**config.mk**
```make
export PLATFORM = sky130hd
export DESIGN_NAME = dht11_sensor_reader_flat
export DESIGN_NICKNAME = d
export VERILOG_FILES = /design/src/rtl/dht_pkg.sv /design/src/rtl/dht_if.sv /design/src/rtl/dht_cfg.sv /design/src/rtl/dht_core.sv /design/src/rtl/dht11_sensor_reader.sv /design/src/flat_wrapper.sv
export SDC_FILE = /design/constraint.sdc
export NUM_CORES = 1
export LEC_CHECK = 0
export ABC_AREA = 1
export BUFFER_PORTS_ARGS = -buffer_cell sky130_fd_sc_hd__buf_2
export CAP_MARGIN = 20
export CORE_MARGIN = 5
export CORE_UTILIZATION = 45
export DETAILED_ROUTE_END_ITERATION = 10
export GPL_ROUTABILITY_DRIVEN = 0
export PLACE_DENSITY = 0.65
export SYNTH_ARGS = -nofsm -noshare
export SYNTH_HDL_FRONTEND = slang
export SYNTH_SLANG_ARGS = --single-unit
```
**constraint.sdc**
```tcl
create_clock -name clk -period 7.88 [get_ports clk]
set_clock_uncertainty 0.15 [all_clocks]
set_input_delay 1.182 -clock clk [delete_from_list [all_inputs] [get_ports clk]]
set_output_delay 1.182 -clock clk [all_outputs]
set_load 0.02 [all_outputs]
```
**src/rtl/dht_pkg.sv**
```systemverilog
// Shared types, constants and the wait timing table of the single-wire sensor reader.
package dht_pkg;

    localparam int DATA_BYTES = 5;
    localparam int DATA_BITS  = 8 * DATA_BYTES;
    localparam int BIT_IDX_W  = $clog2(DATA_BITS + 1);
    localparam int TICK_W     = 16;
    localparam int THRESH_W   = 7;
    localparam int WAIT_W     = 7;
    localparam int PADDR_W    = 3;
    localparam int PDATA_W    = 32;

    localparam logic [TICK_W-1:0]   START_LOW_RESET = 16'd30000;
    localparam logic [THRESH_W-1:0] ONE_THRESH_RESET = 7'd45;

    typedef enum logic [0:0] {
        REG_START_LOW  = 1'b0,
        REG_ONE_THRESH = 1'b1
    } reg_idx_t;

    typedef enum logic [2:0] {
        PH_IDLE     = 3'd0,
        PH_START    = 3'd1,
        PH_ACK      = 3'd2,
        PH_RESP     = 3'd3,
        PH_RDY_LOW  = 3'd4,
        PH_RDY_HIGH = 3'd5,
        PH_BIT_LOW  = 3'd6,
        PH_BIT_HIGH = 3'd7
    } phase_t;

    typedef struct packed {
        logic [TICK_W-1:0]   start_low_ticks;
        logic [THRESH_W-1:0] one_threshold;
    } cfg_t;

    typedef struct packed {
        logic              target;
        logic [WAIT_W-1:0] cap;
        logic [WAIT_W-1:0] min_ok;
    } wait_t;

    typedef struct packed {
        logic       drive_low;
        logic       busy_res;
        logic       done_res;
        logic       error;
        logic [7:0] humidity_int;
        logic [7:0] humidity_frac;
        logic [7:0] temp_int;
        logic [7:0] temp_frac;
    } result_t;

    // awaited level, counter cap, lowest good duration for each wait phase
    function automatic wait_t wait_spec(input phase_t ph);
        wait_t w;
        case (ph)
            PH_ACK:      w = '{target: 1'b1, cap: 7'd10, min_ok: 7'd0};
            PH_RESP:     w = '{target: 1'b0, cap: 7'd45, min_ok: 7'd6};
            PH_RDY_LOW:  w = '{target: 1'b1, cap: 7'd90, min_ok: 7'd71};
            PH_RDY_HIGH: w = '{target: 1'b0, cap: 7'd95, min_ok: 7'd76};
            PH_BIT_LOW:  w = '{target: 1'b1, cap: 7'd65, min_ok: 7'd46};
            PH_BIT_HIGH: w = '{target: 1'b0, cap: 7'd80, min_ok: 7'd11};
            default:     w = '{target: 1'b1, cap: 7'd10, min_ok: 7'd0};
        endcase
        return w;
    endfunction

endpackage

```
**src/rtl/dht_if.sv**
```systemverilog
// Valid/ready channel interfaces for line samples and reader results.
interface dht_sample_if;
    logic valid;
    logic ready;
    logic start_req;
    logic line_level;

    modport source (output valid, start_req, line_level, input ready);
    modport sink   (input valid, start_req, line_level, output ready);
endinterface

interface dht_result_if;
    logic       valid;
    logic       ready;
    logic       drive_low;
    logic       busy_res;
    logic       done_res;
    logic       error;
    logic [7:0] humidity_int;
    logic [7:0] humidity_frac;
    logic [7:0] temp_int;
    logic [7:0] temp_frac;

    modport source (output valid, drive_low, busy_res, done_res, error, humidity_int,
                    humidity_frac, temp_int, temp_frac, input ready);
    modport sink   (input valid, drive_low, busy_res, done_res, error, humidity_int,
                    humidity_frac, temp_int, temp_frac, output ready);
endinterface

```
**src/rtl/dht_cfg.sv**
```systemverilog
// APB-style register file holding the start pulse length and the one-bit threshold.
module dht_cfg (
    input  logic                         clk,
    input  logic                         rst_n,
    input  logic                         psel,
    input  logic                         penable,
    input  logic                         pwrite,
    input  logic [dht_pkg::PADDR_W-1:0]  paddr,
    input  logic [dht_pkg::PDATA_W-1:0]  pwdata,
    output logic [dht_pkg::PDATA_W-1:0]  prdata,
    output logic                         pready,
    output dht_pkg::cfg_t                cfg
);

    dht_pkg::cfg_t     cfg_reg;
    dht_pkg::reg_idx_t sel_idx;
    logic              wr_en;

    assign pready  = 1'b1;
    assign sel_idx = dht_pkg::reg_idx_t'(paddr[2]);
    assign wr_en   = psel && penable && pwrite && pready;
    assign cfg     = cfg_reg;

    always_ff @(posedge clk or negedge rst_n)
    begin
        if (!rst_n)
        begin
            cfg_reg.start_low_ticks <= dht_pkg::START_LOW_RESET;
            cfg_reg.one_threshold   <= dht_pkg::ONE_THRESH_RESET;
        end
        else if (wr_en)
        begin
            case (sel_idx)
                dht_pkg::REG_START_LOW:
                    cfg_reg.start_low_ticks <= pwdata[dht_pkg::TICK_W-1:0];
                dht_pkg::REG_ONE_THRESH:
                    cfg_reg.one_threshold <= pwdata[dht_pkg::THRESH_W-1:0];
                default:
                    cfg_reg <= cfg_reg;
            endcase
        end
    end

    always_comb
    begin
        prdata = '0;
        case (sel_idx)
            dht_pkg::REG_START_LOW:
                prdata = {{(dht_pkg::PDATA_W-dht_pkg::TICK_W){1'b0}}, cfg_reg.start_low_ticks};
            dht_pkg::REG_ONE_THRESH:
                prdata = {{(dht_pkg::PDATA_W-dht_pkg::THRESH_W){1'b0}}, cfg_reg.one_threshold};
            default:
                prdata = '0;
        endcase
    end

endmodule

```
**src/rtl/dht_core.sv**
```systemverilog
// Per-tick phase sequencer, wait timer, bit shifter and registered result stage.
module dht_core (
    input  logic          clk,
    input  logic          rst_n,
    input  dht_pkg::cfg_t cfg,
    dht_sample_if.sink    sample,
    dht_result_if.source  result
);

    dht_pkg::phase_t                 phase_reg, phase_next;
    logic [dht_pkg::TICK_W-1:0]      tick_reg, tick_next;
    logic [dht_pkg::BIT_IDX_W-1:0]   bit_idx_reg, bit_idx_next;
    logic [dht_pkg::DATA_BITS-1:0]   shift_reg, shift_next;
    logic                            err_reg, err_next;
    dht_pkg::result_t                result_reg, result_next;
    logic                            out_valid_reg;

    dht_pkg::wait_t                  spec;
    logic [dht_pkg::TICK_W-1:0]      tick_inc;
    logic [dht_pkg::TICK_W-1:0]      cap_w;
    logic [dht_pkg::TICK_W-1:0]      dur;
    logic                            ended;
    logic                            done;
    logic [7:0]                      sum;
    logic                            accept;

    assign accept       = sample.valid && sample.ready;
    assign sample.ready = !out_valid_reg || result.ready;
    assign spec         = dht_pkg::wait_spec(phase_reg);
    assign tick_inc     = tick_reg + 1'b1;
    assign cap_w        = {{(dht_pkg::TICK_W-dht_pkg::WAIT_W){1'b0}}, spec.cap};

    always_comb
    begin
        phase_next   = phase_reg;
        tick_next    = tick_reg;
        bit_idx_next = bit_idx_reg;
        shift_next   = shift_reg;
        err_next     = err_reg;
        done         = 1'b0;
        ended        = 1'b0;
        dur          = '0;
        sum          = '0;
        case (phase_reg)
            dht_pkg::PH_IDLE:
            begin
                if (sample.start_req)
                begin
                    phase_next   = dht_pkg::PH_START;
                    tick_next    = '0;
                    bit_idx_next = '0;
                    err_next     = 1'b0;
                end
            end
            dht_pkg::PH_START:
            begin
                tick_next = tick_inc;
                if (tick_inc >= cfg.start_low_ticks)
                begin
                    phase_next = dht_pkg::PH_ACK;
                    tick_next  = '0;
                end
            end
            default:
            begin
                if (sample.line_level == spec.target)
                begin
                    ended = 1'b1;
                    dur   = tick_reg;
                end
                else
                begin
                    tick_next = tick_inc;
                    if (tick_inc >= cap_w)
                    begin
                        ended = 1'b1;
                        dur   = cap_w;
                    end
                end
                if (ended)
                begin
                    if (dur >= cap_w ||
                        dur < {{(dht_pkg::TICK_W-dht_pkg::WAIT_W){1'b0}}, spec.min_ok})
                    begin
                        err_next = 1'b1;
                    end
                    tick_next = '0;
                    if (phase_reg == dht_pkg::PH_BIT_HIGH)
                    begin
                        shift_next = {shift_reg[dht_pkg::DATA_BITS-2:0],
                                      dur > {{(dht_pkg::TICK_W-dht_pkg::THRESH_W){1'b0}},
                                             cfg.one_threshold}};
                        bit_idx_next = bit_idx_reg + 1'b1;
                        if (bit_idx_next >= dht_pkg::BIT_IDX_W'(dht_pkg::DATA_BITS))
                        begin
                            sum = shift_next[39:32] + shift_next[31:24]
                                + shift_next[23:16] + shift_next[15:8];
                            if (shift_next[7:0] != sum)
                            begin
                                err_next = 1'b1;
                            end
                            phase_next = dht_pkg::PH_IDLE;
                            done       = 1'b1;
                        end
                        else
                        begin
                            phase_next = dht_pkg::PH_BIT_LOW;
                        end
                    end
                    else
                    begin
                        phase_next = dht_pkg::phase_t'(phase_reg + 3'd1);
                    end
                end
            end
        endcase
    end

    always_comb
    begin
        result_next.drive_low     = (phase_next == dht_pkg::PH_START);
        result_next.busy_res      = (phase_next != dht_pkg::PH_IDLE);
        result_next.done_res      = done;
        result_next.error         = err_next;
        result_next.humidity_int  = shift_next[39:32];
        result_next.humidity_frac = shift_next[31:24];
        result_next.temp_int      = shift_next[23:16];
        result_next.temp_frac     = shift_next[15:8];
    end

    always_ff @(posedge clk or negedge rst_n)
    begin
        if (!rst_n)
        begin
            phase_reg     <= dht_pkg::PH_IDLE;
            tick_reg      <= '0;
            bit_idx_reg   <= '0;
            shift_reg     <= '0;
            err_reg       <= 1'b0;
            out_valid_reg <= 1'b0;
        end
        else
        begin
            if (accept)
            begin
                phase_reg     <= phase_next;
                tick_reg      <= tick_next;
                bit_idx_reg   <= bit_idx_next;
                shift_reg     <= shift_next;
                err_reg       <= err_next;
                out_valid_reg <= 1'b1;
            end
            else if (result.ready)
            begin
                out_valid_reg <= 1'b0;
            end
        end
    end

    always_ff @(posedge clk)
    begin
        if (accept)
        begin
            result_reg <= result_next;
        end
    end

    assign result.valid         = out_valid_reg;
    assign result.drive_low     = result_reg.drive_low;
    assign result.busy_res      = result_reg.busy_res;
    assign result.done_res      = result_reg.done_res;
    assign result.error         = result_reg.error;
    assign result.humidity_int  = result_reg.humidity_int;
    assign result.humidity_frac = result_reg.humidity_frac;
    assign result.temp_int      = result_reg.temp_int;
    assign result.temp_frac     = result_reg.temp_frac;

    a_done_idle: assert property (@(posedge clk) disable iff (!rst_n)
        (out_valid_reg && result_reg.done_res) |-> !result_reg.busy_res)
        else $error("done beat while still busy");

    a_drive_busy: assert property (@(posedge clk) disable iff (!rst_n)
        (out_valid_reg && result_reg.drive_low) |-> result_reg.busy_res)
        else $error("line driven low while not busy");

    a_bit_range: assert property (@(posedge clk) disable iff (!rst_n)
        bit_idx_reg <= dht_pkg::BIT_IDX_W'(dht_pkg::DATA_BITS))
        else $error("bit index past last data bit");

    a_start: assert property (@(posedge clk) disable iff (!rst_n)
        (accept && phase_reg == dht_pkg::PH_IDLE && sample.start_req)
        |=> (phase_reg == dht_pkg::PH_START && !err_reg))
        else $error("start request not taken while idle");

    a_wait_cap: assert property (@(posedge clk) disable iff (!rst_n)
        (phase_reg != dht_pkg::PH_IDLE && phase_reg != dht_pkg::PH_START)
        |-> tick_reg < cap_w)
        else $error("wait timer beyond its cap");

endmodule

```
**src/rtl/dht11_sensor_reader.sv**
```systemverilog
// Top level of the single-wire humidity and temperature sensor reader.
// A result beat is registered and is valid in the cycle after its sample beat is accepted.
// Throughput: one sample beat per cycle unless an untaken result stalls it; the
// result register takes a new sample while the old result is taken in the same cycle.
// Reset (async, active low) returns to idle, clears timer, bit count, data and error,
// and loads the register defaults (start pulse 30000 ticks, one threshold 45).
module dht11_sensor_reader (
    input  logic                         clk,
    input  logic                         rst_n,
    input  logic                         psel,
    input  logic                         penable,
    input  logic                         pwrite,
    input  logic [dht_pkg::PADDR_W-1:0]  paddr,
    input  logic [dht_pkg::PDATA_W-1:0]  pwdata,
    output logic [dht_pkg::PDATA_W-1:0]  prdata,
    output logic                         pready,
    dht_sample_if.sink                   sample,
    dht_result_if.source                 result
);

    dht_pkg::cfg_t cfg;

    dht_cfg u_cfg (
        .clk     (clk),
        .rst_n   (rst_n),
        .psel    (psel),
        .penable (penable),
        .pwrite  (pwrite),
        .paddr   (paddr),
        .pwdata  (pwdata),
        .prdata  (prdata),
        .pready  (pready),
        .cfg     (cfg)
    );

    dht_core u_core (
        .clk    (clk),
        .rst_n  (rst_n),
        .cfg    (cfg),
        .sample (sample),
        .result (result)
    );

endmodule
```
**src/flat_wrapper.sv**
```systemverilog
// flat-port wrapper written by rule: the top's interface ports become plain ports
module dht11_sensor_reader_flat 
  (clk, rst_n, psel, penable, pwrite, paddr, pwdata, prdata, pready, sample_valid, sample_start_req, sample_line_level, sample_ready, result_valid, result_drive_low, result_busy_res, result_done_res, result_error, result_humidity_int, result_humidity_frac, result_temp_int, result_temp_frac, result_ready);
  dht_sample_if sample_i ();
  dht_result_if result_i ();
  input  logic clk;
  input  logic rst_n;
  input  logic psel;
  input  logic penable;
  input  logic pwrite;
  input  logic [dht_pkg::PADDR_W-1:0] paddr;
  input  logic [dht_pkg::PDATA_W-1:0] pwdata;
  output logic [dht_pkg::PDATA_W-1:0] prdata;
  output logic pready;
  input wire logic [$bits(sample_i.valid)-1:0] sample_valid;
  input wire logic [$bits(sample_i.start_req)-1:0] sample_start_req;
  input wire logic [$bits(sample_i.line_level)-1:0] sample_line_level;
  output wire logic [$bits(sample_i.ready)-1:0] sample_ready;
  output wire logic [$bits(result_i.valid)-1:0] result_valid;
  output wire logic [$bits(result_i.drive_low)-1:0] result_drive_low;
  output wire logic [$bits(result_i.busy_res)-1:0] result_busy_res;
  output wire logic [$bits(result_i.done_res)-1:0] result_done_res;
  output wire logic [$bits(result_i.error)-1:0] result_error;
  output wire logic [$bits(result_i.humidity_int)-1:0] result_humidity_int;
  output wire logic [$bits(result_i.humidity_frac)-1:0] result_humidity_frac;
  output wire logic [$bits(result_i.temp_int)-1:0] result_temp_int;
  output wire logic [$bits(result_i.temp_frac)-1:0] result_temp_frac;
  input wire logic [$bits(result_i.ready)-1:0] result_ready;
  assign sample_i.valid = sample_valid;
  assign sample_i.start_req = sample_start_req;
  assign sample_i.line_level = sample_line_level;
  assign sample_ready = sample_i.ready;
  assign result_valid = result_i.valid;
  assign result_drive_low = result_i.drive_low;
  assign result_busy_res = result_i.busy_res;
  assign result_done_res = result_i.done_res;
  assign result_error = result_i.error;
  assign result_humidity_int = result_i.humidity_int;
  assign result_humidity_frac = result_i.humidity_frac;
  assign result_temp_int = result_i.temp_int;
  assign result_temp_frac = result_i.temp_frac;
  assign result_i.ready = result_ready;
  dht11_sensor_reader u_core (.clk(clk), .rst_n(rst_n), .psel(psel), .penable(penable), .pwrite(pwrite), .paddr(paddr), .pwdata(pwdata), .prdata(prdata), .pready(pready), .sample(sample_i), .result(result_i));
endmodule
```
## Yosys cells after proc, flatten, opt, wreduce, memory -nomap -nowiden

Index checks and enable logic that the tools add are counted.
Widths: inputs -> output; s select.

| word-level totals | value |
|---|---|
| register bits after elaboration | 126 |
| input bits | 44 |

| operators by class | value |
|---|---|
| add/subtract/negate cells | 6 |
| magnitude comparators | 6 |
| equal/unequal tests | 11 |
| multiplexer cells | 36 |
| bitwise operators | 5 |
| reductions and logical operators | 18 |

Operator list:

| kind | count |
|---|---|
| $mux 40 | 3 |
| $mux 16 | 6 |
| $pmux 15 s5 | 1 |
| $pmux 32 s2 | 1 |
| $ge 16x7->1 | 2 |
| $pmux 16 s2 | 1 |
| $add 8x8->8 | 3 |
| $mux 6 | 3 |
| $add 16x1->16 const B | 1 |
| $ge 16x16->1 | 1 |
| $gt 16x7->1 | 1 |
| $lt 16x7->1 | 1 |
| $mux 3 | 5 |
| $eq 3x3->1 const B | 4 |
| $mux 1 | 12 |
| $pmux 6 s2 | 1 |
| $ne 8x8->1 | 1 |
| $mux 7 | 1 |
| $add 6x1->6 const B | 1 |
| $eq 3x1->1 const B | 2 |
| $ge 6x6->1 const B | 1 |
| $pmux 3 s2 | 1 |
| $reduce_bool 2->1 | 3 |
| $not 1->1 | 5 |
| 17 further kinds | 21 |

## Longest topological paths before layout

| logic depth | value |
|---|---|
| depth in word-level cells | 14 |
| mapped depth | 39 |
| gate-level depth less buffers | 38 |

## Modules after synthesis

Synthesis repeated with hierarchy kept, for this count alone.

| unflattened totals | value |
|---|---|
| cell total of the unflattened synthesis | 970 |
| area total of the unflattened synthesis | 8,082.8 µm² |

By module, submodules not included:

| module | times used | cells each | area each (µm²) | seq. area each (µm²) |
|---|---|---|---|---|
| dht_core | 1 | 806 | 6,806.5 | 2,757.6 |
| dht_cfg | 1 | 164 | 1,276.2 | 589.3 |

## Worst setup path before layout

Ideal clock, no wire load.

| path | value |
|---|---|
| path type | flip-flop to flip-flop |
| start | register u_core.u_core.phase_reg[0] |
| end | register u_core.u_core.result_reg, in the netlist u_core.u_core.result.error (data pin) |
| setup time | 0.258 ns |
| arrival time | 3.932 ns |
| data required time | 7.472 ns |
| slack | 3.541 ns |
| stages on the path, launching flop included | 36 |
| cells stage by stage | dfrtp_1 -> ha_1 -> ha_1 -> inv_1 -> nand2_1 -> nor2_2 -> nand2_2 -> nand2_1 -> inv_1 -> nand2_1 -> inv_1 -> ha_1 -> a21oi_1 -> nand2_1 -> nand2_1 -> a21boi_0 -> nor2_1 -> nand3_2 -> buf_6 -> nand2_1 -> inv_1 -> ha_1 -> inv_1 -> o21bai_1 -> a21o_1 -> a21oi_1 -> o21ai_0 -> nand2_1 -> nand2_1 -> nand2_1 -> nand2_1 -> nand3_1 -> a21oi_1 -> nand2_1 -> nand2_1 -> nand2_1 |

| between the ends | value |
|---|---|
| cells in the longest elaborated chain, start to end | 14 |
| elaborated cells on any way between the ends | 27 |
| classes of those cells | order compare: 4; eq/ne: 8; mux: 13; reduce/logical: 2 |

RTL lines:

| what | line | source |
|---|---|---|
| start, declared | dht_core.sv:10 | `dht_pkg::phase_t phase_reg, phase_next;` |
| start signal, assigned | dht_core.sv:135 | `phase_reg <= dht_pkg::PH_IDLE;` |
| start signal, assigned | dht_core.sv:146 | `phase_reg <= phase_next;` |
| parallel branches: the longest is 13 deep, another holds $ge 16x7->1 | - |  |
| $pmux 1 s2 * | dht_core.sv:44 | `case (phase_reg)` |
| via u_core.u_core.err_next | dht_core.sv:14 | `logic err_reg, err_next;` |
| end signal, assigned | dht_core.sv:164 | `result_reg <= result_next;` |
| end, declared | dht_core.sv:15 | `dht_pkg::result_t result_reg, result_next;` |

Mark *: on every way through the listed nets, which the timed path passes. The select of a mux whose other input is x is not followed.
A chain may end at the register's enable or synchronous reset.

## Worst setup path in the final report

Same ends and word-level chain as after synthesis.

==> results list <==
- Across the run, the number of max-cap violations was 0.
- The number of antenna violations at the first check in global routing came to 0.
- EDFF count, synth: 36
- The largest total area in the synthesized netlist belongs to sky130_fd_sc_hd__dfrtp_1.
- Synthesis instantiated 49 different standard cells from the library.
* Max H-tree Level: 4
* Switching Fraction: 41.0%
* Register share of total power: 32.4%
* Number of instances on the worst hold path: 2
* Yosys top cell area share: 25.4%
- The critical path is of the reg2reg type.
* Final-report setup violation count: 0
* Top FF cell, synth: sky130_fd_sc_hd__dfrtp_1
- Power share of the combinational group: 41.7%
* Largest register FFs: 40
* Seq cells post-synth: 126
- Via count: 6119
* R2R Setup Slk: 2720 ps
- Number of vias per cell: 4.89
- At the end of the flow, the number of nets in the layout was 1130.
* WHS Endpoint: u_core.u_cfg.cfg[13]
- The worst path uses 65.5% of the clock period.
- After detailed routing, the number of remaining DRC violations is 0.
- Across the VDD grid, the largest voltage drop is 0.197 mV.
- Total number of clock tree sinks: 126
- The cell that appears most often on the critical path is sky130_fd_sc_hd__nand2_1.
* Top-Level Pins: 115
* Root buffer cell: sky130_fd_sc_hd__clkbuf_16
* Type of the worst min-delay path: reg2reg
* Placeable Area: 17200 µm²
- Setup total negative slack on the finished layout was measured at 0 ps.
- All-layer global routing usage: 17.1%
- The synthesized netlist devotes 12.3% of its cell area to compound gates.
- Count of inserted antenna diode cells: 0
- Hold Violations, Final: 0
- Leftover overflow at the end of global routing: 0
- Hold buffer count at CTS: 0
* Endpoint of the worst register-to-register path: u_core.u_core.result.error
- Sorting the synthesized cells by area gives the leading types as sky130_fd_sc_hd__dfrtp_1 (25%), sky130_fd_sc_hd__edfxtp_1 (14%), sky130_fd_sc_hd__nand2_1 (12%), sky130_fd_sc_hd__ha_1 (9.3%), sky130_fd_sc_hd__o21ai_0 (7.0%).
- The share of the Yosys chip area taken by registers is 42.9%.
- CTS buffer count: 17
- For the worst setup path, the data required time is 7900 ps.
- Of the total synthesized cell area, the portion taken by AND, OR, NAND and NOR gates is 19.2%.
* Adder-cell share of the synthesized area: 12.9%
- At the worst endpoint, the arrival time is 5180 ps.
* Number of buffers inserted by port buffering: 79
- Slew at the pin with the worst max-slew slack: 900 ps
- Along the worst path, the maximum fanout reaches 12.
* Worst reg2reg startpoint: u_core.u_core.phase_reg[0]
* Fill cell count: 1653
- Initial DRC Count: 388
* Relative max-transition margin: 39.8%
- The worst hold path begins at u_core.u_cfg.cfg[13].
- Share of cells above drive strength 1: 15.3%
- Effective utilization at floorplan: 45.4%
- The worst setup path is captured at a flip-flop.
- Post-layout min period: 5160 ps
- Clock-pin slew on the worst setup and hold paths: 60 ps
- DIE WIDTH: 142 µm
- Most used standard cell by instance count after synthesis: sky130_fd_sc_hd__nand2_1
- Measured in cells, the most critical reg-to-reg path has a length of 34.
- Yosys printed 0 warnings.
- Clock tree from TritonCTS: built
- Internal power comes to 1710 µW.
- Hold is met by 339 ps.
- Setup repair bufs after CTS: 0
- Core Util, Final: 51.8%
- Overall die area: 20100 µm²
- Number of rows created at floorplan: 48
- After detailed routing, the average wire length per cell comes to 13.1 µm.
- Die boundary height: 142 µm
- The flow ran to the end, and the final reports show no timing, DRC or antenna violations.
- The first global-routing pass estimated 27400 µm of wire.
- Largest family of logic cells by synthesized area: simple AND/OR/NAND/NOR gates
- After synthesis, the share of cell area in mux cells is 0.144%.
* Pwr Total: 2890 µW
- The total count of max-transition violations in the final report came to 0.
* Mapped Avg Cell Area: 8.31 µm²
- Total standard cell area after synthesis: 7800 µm²
* Slowest cell delay on critical path: 470 ps
- Commonest cells post-synth: sky130_fd_sc_hd__nand2_1 (243), sky130_fd_sc_hd__inv_1 (134), sky130_fd_sc_hd__o21ai_0 (109)
- Vias in the first global route: 5621
- Setup repair after global routing missed its margin: false
* Share of flip-flops with an asynchronous set or reset: 71.4%
- Lkg Pwr: 0.00447 µW
- Power spread over the standard cell area amounts to 325 nW/µm².
- Detailed Routing Iterations Pass 1: 5
* Remaining number of nets flagged by the antenna check after routing: 0
- The clock reaches the later pin of the worst-skew pair after 430 ps.
- Critical Path Slowest Stage Cell: sky130_fd_sc_hd__dfrtp_1
- The critical path starts at u_core.u_core.phase_reg[0].
* CTS Buffer Depth: 2
* HPWL after detailed placement: 12300 µm
- Of the total power, the clock network draws 26.0%.
* Launching element type of the critical path: flip-flop
* Instance count of the mapped netlist: 938
- For this block, the routed nets add up to 16400 µm of wire.
- Summing the areas of all xor and xnor instances in the mapped netlist gives 2.47% of the synthesized area.
- Synthesis-to-finish area growth: 14.2%
- For this design the total switching power over the nets is 1180 µW.
- For this run, the top clock speed supported by timing is 0.194 GHz.
- Entering global routing, the biggest net connects 67 pins.
- In this run, post-CTS repair resized a total of 0 instances.
through the flow:
stage | area, µm² | setup slack (ps) | instances
after detailed placement | 8330 | 2730 | 1220
after floorplan | 7850 | 3540 | 953
after global routing | 8900 | 2220 | 1252
final | 8900 | 2720 | 1252
after CTS | 8900 | 2710 | 1252
after global placement | 8330 | 2800 | 1220
kinds of logic (layout without fill, tap and decap cells):
group | count (synthesis) | count (layout)
DFF | 126 | 126
muxes | 1 | 1
AOI/OAI and AO/OA | 176 | 176
and+or+nand+nor | 356 | 356
other | 2 | 17
adders and majority gates | 72 | 72
xor gates and xnor gates | 22 | 22
buffers and inverters | 183 | 257
layer usage:
layer	global-route usage (%)	routed length, µm
met4	5.96	250
met2	26.7	7440
met5	0	0
met3	3.98	851
met1	23.5	7840
placed cells by master, fill, tap and decap left out, types with 27 or more instances in the layout:
master	Yosys	final
sky130_fd_sc_hd__dfrtp_1	79	79
sky130_fd_sc_hd__ha_1	58	58
sky130_fd_sc_hd__buf_2	9	78
sky130_fd_sc_hd__a21oi_1	32	32
sky130_fd_sc_hd__nand3_1	28	27
sky130_fd_sc_hd__nand2_1	243	243
sky130_fd_sc_hd__inv_1	134	134
sky130_fd_sc_hd__nor2_1	48	48
sky130_fd_sc_hd__o21ai_0	109	109
sky130_fd_sc_hd__edfxtp_1	36	36
power groups by stage:
| stage | logic (µW) | clock network [µW] | registers (µW) |
|---|---|---|---|
| after floorplan | 925 | 0 | 947 |
| after global placement | 1180 | 0 | 944 |
| after detailed placement | 1200 | 0 | 946 |
| after CTS | 1220 | 766 | 936 |
| after global routing | 1390 | 795 | 955 |
| final | 1200 | 750 | 935 |
how the worst max path moves through the flow:
stage	end	slack (ps)	cells past startpoint
finish	u_core.u_core.result.error	2720	34
CTS	u_core.u_core.result.error	2710	34
global route	u_core.u_core.result.error	2220	36
floorplan	u_core.u_core.result.error	3540	35
detailed placement	u_core.u_core.result.error	2730	34
global placement	u_core.u_core.result.error	2800	34
layout make-up:
cell class,count,area [µm²],share of cell area (%)
Clock buffer,17,425,4.78
Clock inverter,15,145,1.63
Inverter,141,533,5.99
Multi-Input combinational cell,644,3740,42.0
Sequential cell,126,3350,37.6
Tap cell,225,282,3.16
Timing Repair Buffer,84,435,4.89
worst max-delay path, delay by kind of cell, from the launching register on:
| family | cells | cell delay, ps |
|---|---|---|
| flops | 1 | 470 |
| simple gates | 18 | 1910 |
| compound gates | 7 | 790 |
| fa+ha+maj | 4 | 1130 |
| buf+inv | 5 | 450 |
(Power assumes the default switching activity.)
